===== src/aes_ram.sv =====
// generic single write port, single read port ram with registered read
// no dependencies
module aes_ram #(
   parameter int WIDTH = 32,
   parameter int DEPTH = 16
) (
   input  logic                     clock,
   input  logic                     wr_en,
   input  logic [$clog2(DEPTH)-1:0] wr_addr,
   input  logic [WIDTH-1:0]         wr_data,
   input  logic [$clog2(DEPTH)-1:0] rd_addr,
   output logic [WIDTH-1:0]         rd_data
);

   logic [WIDTH-1:0] mem_ff [DEPTH];
   logic [WIDTH-1:0] rd_data_ff;

   // write and registered read
   always_ff @(posedge clock) begin
      if (wr_en) begin
         mem_ff[wr_addr] <= wr_data;
      end
      rd_data_ff <= mem_ff[rd_addr];
   end

   assign rd_data = rd_data_ff;

endmodule


===== config.mk =====
export PLATFORM = sky130hd
export DESIGN_NAME = aes_ram
export DESIGN_NICKNAME = d
export VERILOG_FILES = /design/src/aes_ram.sv
export SDC_FILE = /design/constraint.sdc
export NUM_CORES = 1
export LEC_CHECK = 0
export CAP_MARGIN = 20
export CORE_ASPECT_RATIO = 0.5
export CORE_MARGIN = 8
export CORE_UTILIZATION = 60
export CTS_CLUSTER_SIZE = 24
export DETAILED_ROUTE_END_ITERATION = 16
export DONT_BUFFER_PORTS = 1
export PLACE_DENSITY = 0.76
export REMOVE_ABC_BUFFERS = 1
export SYNTH_ARGS = -nofsm -noshare
export SYNTH_HDL_FRONTEND = slang
export SYNTH_SLANG_ARGS = --single-unit

===== constraint.sdc =====
create_clock -name clock -period 7.6 [get_ports clock]
set_clock_uncertainty 0.15 [all_clocks]
set_input_delay 1.9 -clock clock [delete_from_list [all_inputs] [get_ports clock]]
set_output_delay 1.9 -clock clock [all_outputs]
set_load 0.02 [all_outputs]

======== Yosys cells after proc, flatten, opt, wreduce, memory -nomap -nowiden ========
Memories as Yosys holds them, arrays and structs flattened. A register that Yosys moved wholly into a read port is not among the register bits.
Cells that the tools add are included.
operators by class
  mux-type cells .......................... 2
operators by type and width
  operator           count
  two-way mux 1 bit  2
word-level totals
  register bits after elaboration ......... 0
  bits in writable memories ............... 512
  bits of input ports ..................... 42
  output and inout bits ................... 32
  memories ................................ 1
memories
  name    depth  bits a word  rd ports  clocked after Yosys merged registers in  wr ports  line  RTL
  mem_ff  16     32           1         1                                        1         15    logic [WIDTH-1:0] mem_ff [DEPTH];

======== Depth between registers and ports, before layout ========
Gate-level depths: netlist of the first run.
  depth after elaboration ................. 2
  gate-level depth with buffers ........... 5
  depth with buffers taken out ............ 3

======== Worst setup path after synthesis of the first run ========
No wires, ideal clock.
  path type ............................... in2reg
  from .................................... in wr_addr[2]
  to ...................................... mem mem_ff[0][0] (enable)
  buffers on the path ..................... 0
  setup slack ............................. 2.370 ns
  library setup time ...................... 0.461 ns
  cell stages on the path ................. 2
  arrival ................................. 4.618 ns
  path through ............................ or3b_2 -> nor3_1
RTL lines
  item                line  RTL
  start: declaration  9     input logic [$clog2(DEPTH)-1:0] wr_addr,
  end: declaration    15
Straight into the memory's write port.

======== Final worst setup path of the first run ========
  from .................................... in wr_addr[2]
  to ...................................... mem mem_ff[3][2] (enable)
Straight into the memory's write port.

==> results.yml, run 1 <==
pwr:
  vdd_ir_drop_max_v: 0.000162
  p_sw_share_pct: 19.6
  p_int_uw: 4690
  p_clk_share_pct: 38.7
  p_leak_uw: 0.00684
  power_density_mw_per_mm2: 266
  power_switching_uw: 1140
  seq_power_share_pct: 58.3
  power_uw: 5840
  p_comb_share_pct: 3.0
global_routing:
  grt_pass1_vias: 9141
  grt_start_max_net_pins: 129
  grt.overflow.total: 0
  grt_pass1_wl_mm: 59.0
  grt_util_all_layers_pct: 20.4
  antenna_found_initial: 0
sta:
  hold_violations: 0
  period_minus_slack_ns: 3.35
  fin_crit_sh_pct: 44.1
  setup_viol: 0
  rsz0062_at_grt: "false"
  slew_headroom_pct: 26.6
  fmax_ghz: 0.299
  worstMarginPinSlew_ns: 1.10
  finalWorstSetupSlack_ns: 4.25
  tns_ns: 0
  maxSlewViolCount: 0
clock_tree:
  ctsResizeCount: 0
  cts_root_buf: "clkbuf_16"
  cts_tree: "yes"
  clock-sinks: 544
  postCtsHoldBufs: 0
  clk_latency_ns: 0.55
  cts_buffers: 46
  htreeDepth: 2
  clk_path_buf_depth: 3
  cts_setup_buffers: 0
  path_clk_slew_ns: 0.06
synthesis:
  yosysMostFrequentCell: "edfxtp_1"
  yosys_warnings: 0
  synth_ff_type: "edfxtp_1"
  synth_area_sq_mm: 0.0199
  synthArstFlopShare_pct: 0
  avgSynthCellArea_sq_um: 23.7
  yosys-top-cells-area: "edfxtp_1 (77%), mux4_2 (15%), dfxtp_1 (3.2%)"
  synth_top_cell_area_share_pct: 77.4
  synth_edf_count: 512
  synth-seq-cells: 544
  ys_seq_area_share_pct: 80.7
  yosysTopAreaCell: "edfxtp_1"
  synthCells: 838
  ys_types: 18
  synth_common_cells: "edfxtp_1 (512), mux4_2 (128), a22oi_1 (64)"
place:
  gp_congestion: 0.735
  placed_cells: 1251
  place_ws_ns: 3.65
  place_hpwl_mm: 19.6
  io_buffers: 0
critical_path:
  critPathCaptureType: "flop"
  critical_path_class: "in2reg"
  critical_path.top_delay_family: "simple AND/OR/NAND/NOR gates"
  cpMaxStageDelayCell: "nor2_4"
  path_buf_inv: 0
  critPathLaunchType: "input pin"
  crit_chain: "or3b_2 -> nor2_4"
  critPathArrivalTime_ns: 3.37
  required_ns: 7.62
  slowest_delay_ns: 0.86
  crit_fanout: 32
floorplanning:
  die_w_microns: 273
  row_count: 47
  die_area_sq_mm: 0.0395
  pin_count: 74
  coreArea_sq_mm: 0.0328
  dieHeight_microns: 145
  start_util_pct: 60.5
layout:
  nets: 901
  post_layout_nonfiller_instances: 1337
  drive_above_1_share_pct: 26.5
  num_antenna_cells: 0
  area_growth_pct: 10.3
routing:
  drt-initial-drc-count: 1008
  drt_wl_total_mm: 39.9
  wl_per_cell_microns: 29.9
  vias: 8726
  viasPerCell: 6.53
  first_pass_iters: 6
  final_antenna_net_count: 0
  drc: 0
outcome:
  status: "finished clean"
hold_path:
  hp-class: "reg2reg"
job:
  maxCapViolCount: 0
## layer usage
layer  vias to the layer above  share of wire [%]  GRT usage (%)
li1                       3599                  -              -
met1                      4619                 38           26.3
met2                       433                 52           35.8
met3                        75                7.5           3.58
met4                         0                2.5           6.44
met5                         -                  0              0
## kinds of logic (layout without fill, tap and decap cells)
family,after synthesis,in the layout,synth area share (%)
buffers and inverters,43,101,1.12
AOI/OAI and AO/OA,64,64,2.42
DFF,544,544,80.7
muxes,128,128,14.5
and+or+nand+nor,59,59,1.27
## state kept, by name (all words and copies together) (netlist names)
signal / flops
mem_ff: 512
rd_data: 32
## cell type report
cell class	instances	area (sq um)
Sequential cell	544	16000
Multi-Input combinational cell	251	3750
Fill cell	1928	10900
Timing Repair Buffer	16	133
Clock buffer	64	1350
Tap cell	441	552
Clock inverter	21	101
## final timing paths
| path | start | endpoint | slack [ns] | depth (start not counted) |
|---|---|---|---|---|
| hold / removal | mem_ff[12][13] | rd_data[13] | 0.52 | 3 |
| hold reg to reg | mem_ff[12][13] | rd_data[13] | 0.52 | 3 |
| setup / recovery | wr_addr[2] | mem_ff[3][2] | 4.25 | 2 |
| setup reg to reg | mem_ff[11][25] | rd_data[25] | 6.00 | 3 |
## power by group through the flow
| stage | combinational (uW) | sequential [uW] | clock, uW |
|---|---|---|---|
| 2_1_floorplan | 129 | 3460 | 0 |
| 3_3_place_gp | 171 | 3460 | 0 |
| 3_5_place_dp | 174 | 3470 | 0 |
| 4_1_cts | 177 | 3410 | 2290 |
| 5_1_grt | 185 | 3410 | 2390 |
| 6_report | 175 | 3400 | 2260 |
## stage by stage
| step | utilization, % | hold WS, ns | cell area (sq um) |
|---|---|---|---|
| floorplan | - | 0.485 | 19600 |
| global placement | 62.3 | 0.504 | 20400 |
| detailed placement | 62.3 | 0.511 | 20400 |
| CTS | 66.7 | 0.521 | 21900 |
| global route | 66.8 | 0.549 | 21900 |
| finish | 66.8 | 0.517 | 21900 |
## placed cells by master (no fill, tap or decap), drive strengths merged
cell type,instances
a22oi,64
and2,1
buf,16
clkbuf,64
clkinv,20
clkinvlp,1
dfxtp,32
edfxtp,512
mux4,128
nand2,33
nand2b,2
nand3,1
nand3b,2
nor2,13
nor2b,2
nor3,4
or3b,1
(Power assumes the default switching activity.)
==> run 2: changes to the inputs <==
--- a/config.mk
+++ b/config.mk
@@ -8,11 +8,11 @@
 export CAP_MARGIN = 20
 export CORE_ASPECT_RATIO = 0.5
 export CORE_MARGIN = 8
-export CORE_UTILIZATION = 60
+export CORE_UTILIZATION = 57
 export CTS_CLUSTER_SIZE = 24
 export DETAILED_ROUTE_END_ITERATION = 16
 export DONT_BUFFER_PORTS = 1
-export PLACE_DENSITY = 0.76
+export PLACE_DENSITY = 0.75
 export REMOVE_ABC_BUFFERS = 1
 export SYNTH_ARGS = -nofsm -noshare
 export SYNTH_HDL_FRONTEND = slang
==> constraint.sdc (replaced) <==
create_clock -name clock -period 2.7 [get_ports clock]
set_clock_uncertainty 0.15 [all_clocks]
set_input_delay 0.675 -clock clock [delete_from_list [all_inputs] [get_ports clock]]
set_output_delay 0.675 -clock clock [all_outputs]
set_load 0.02 [all_outputs]
==> run 2 against run 1 <==
Against the previous run: core utilization down 2.2 points; clock power rose to 2.9 times the previous value; worst hold slack worse by 0.46 ns; global-route usage down 1.0 points; non-clock buffer count up 6; first-iteration DRC count down 5.0%; sequential power rose to 2.8 times the previous value; sequential share of layout area down 1.0 points; wire length down 0.67%; critical path type is now reg2out.
==> results.yml, run 2 (synthesis results as in run 1) <==
outcome:
  status: "finished clean"
sta:
  worstMarginPinSlew_ns: 0.820
  period_minus_slack_ns: 1.89
  tns_ns: 0
  setup_viol: 0
  fmax_ghz: 0.529
  rsz0062_at_grt: "false"
  slew_headroom_pct: 45.4
  finalWorstSetupSlack_ns: 0.810
  hold_violations: 0
  fin_crit_sh_pct: 70.0
  maxSlewViolCount: 0
layout:
  layout_commonest_cell: "edfxtp_1"
  fillers: 2072
  largest_reg_flops: 512
  register_area_sq_mm: 0.0160
  num_antenna_cells: 0
  multi_input_area_sq_mm: 0.00375
  area_growth_pct: 11.9
  drive_above_1_share_pct: 26.3
  nets: 907
  regMostFlops: "mem_ff"
  final_area_sq_mm: 0.0222
  layout_common_cells: "edfxtp_1 (512), mux4_2 (128), a22oi_1 (64), clkbuf_16 (49), nand2_1 (33)"
critical_path:
  critPathArrivalTime_ns: 1.07
  path_depth: 0
  critPathLaunchType: "flop"
  crit_fanout: 1
  reg2reg_depth: 3
  critPathCaptureType: "output pin"
  required_ns: 1.88
  critical_path_class: "reg2out"
global_routing:
  grt_pass1_vias: 9159
  grt_start_max_net_pins: 129
  grt_pass1_wl_mm: 59.4
  antenna_found_initial: 0
  grt.overflow.total: 0
  grt_util_all_layers_pct: 19.4
routing:
  drc: 0
  first_pass_iters: 5
  drt_wl_total_mm: 39.6
  final_antenna_net_count: 0
  vias: 8767
  wl_per_cell_microns: 28.8
  viasPerCell: 6.37
  drt-initial-drc-count: 958
clock_tree:
  clk_path_buf_depth: 3
  clk_latency_ns: 0.56
  clock-sinks: 544
  path_clk_slew_ns: 0.06
  htreeDepth: 2
  cts_buffers: 46
  cts_setup_buffers: 0
  postCtsHoldBufs: 0
  ctsResizeCount: 0
  cts_tree: "yes"
  cts_root_buf: "clkbuf_16"
pwr:
  p_leak_uw: 0.00692
  power_density_mw_per_mm2: 751
  vdd_ir_drop_max_v: 0.000454
  seq_power_share_pct: 57.4
  p_int_uw: 13500
  p_clk_share_pct: 39.5
  p_sw_share_pct: 19.3
  power_switching_uw: 3210
  p_comb_share_pct: 3.1
floorplanning:
  die_w_microns: 280
  die_area_sq_mm: 0.0414
  start_util_pct: 57.7
  coreArea_sq_mm: 0.0344
  row_count: 48
  dieHeight_microns: 148
  pin_count: 74
place:
  gp_congestion: 0.718
  place_area_sq_mm: 0.0207
  place_hpwl_mm: 19.3
  io_buffers: 0
  place_ws_ns: 0.462
hold_path:
  hp-class: "in2reg"
  holdPathStages: 0
job:
  maxCapViolCount: 0
==> run 2: cell types whose count changed in the layout (fill, tap and decap cells not counted), sizes merged <==
cell	change
buf	+6
bufinv	+4
clkbuf	-4
clkinv	-1
inv	+1
==> run 2: worst paths after layout <==
| kind | start | endpoint | slack, ns |
|---|---|---|---|
| setup / recovery | rd_data[17] | rd_data[17] | 0.81 |
| hold / removal | wr_data[16] | mem_ff[10][16] | 0.06 |
| setup reg to reg | mem_ff[2][16] | rd_data[16] | 1.13 |
| hold reg to reg | mem_ff[14][12] | rd_data[12] | 0.52 |
==> run 2: area by class of cell <==
class	instances	share of cell area, %
sequential	544	72.1
tap	475	2.67
multi-input combinational	251	16.9
clock buffer	60	5.79
timing repair buffer	22	1.59
clock inverter	25	1.00
==> run 2: through the flow <==
| stage | hold WS, ns | total power, uW | util, % | instances |
|---|---|---|---|---|
| final | 0.0561 | 16700 | 64.6 | 1377 |
| after global routing | 0.0277 | 17200 | 64.6 | 1377 |
| after CTS | 0.0298 | 16800 | 64.6 | 1377 |
| after detailed placement | 0.508 | 10300 | 60.2 | 1292 |
| after global placement | 0.499 | 10300 | 60.2 | 1292 |
| after floorplan | 0.485 | 10100 | - | 795 |
==> run 2: power by group through the flow <==
stage	Clock [uW]	Combinational (uW)	Sequential, uW
3_3_place_gp	0	496	9750
3_5_place_dp	0	508	9770
2_1_floorplan	0	363	9730
5_1_grt	7010	541	9600
4_1_cts	6700	515	9590
6_report	6590	510	9590
==> run 2: layer usage <==
metal | GRT usage [%] | part of all wire [%]
met5 | 0 | 0
met4 | 6.07 | 2.7
met3 | 4.42 | 7.7
met2 | 32.3 | 50
met1 | 25.7 | 40
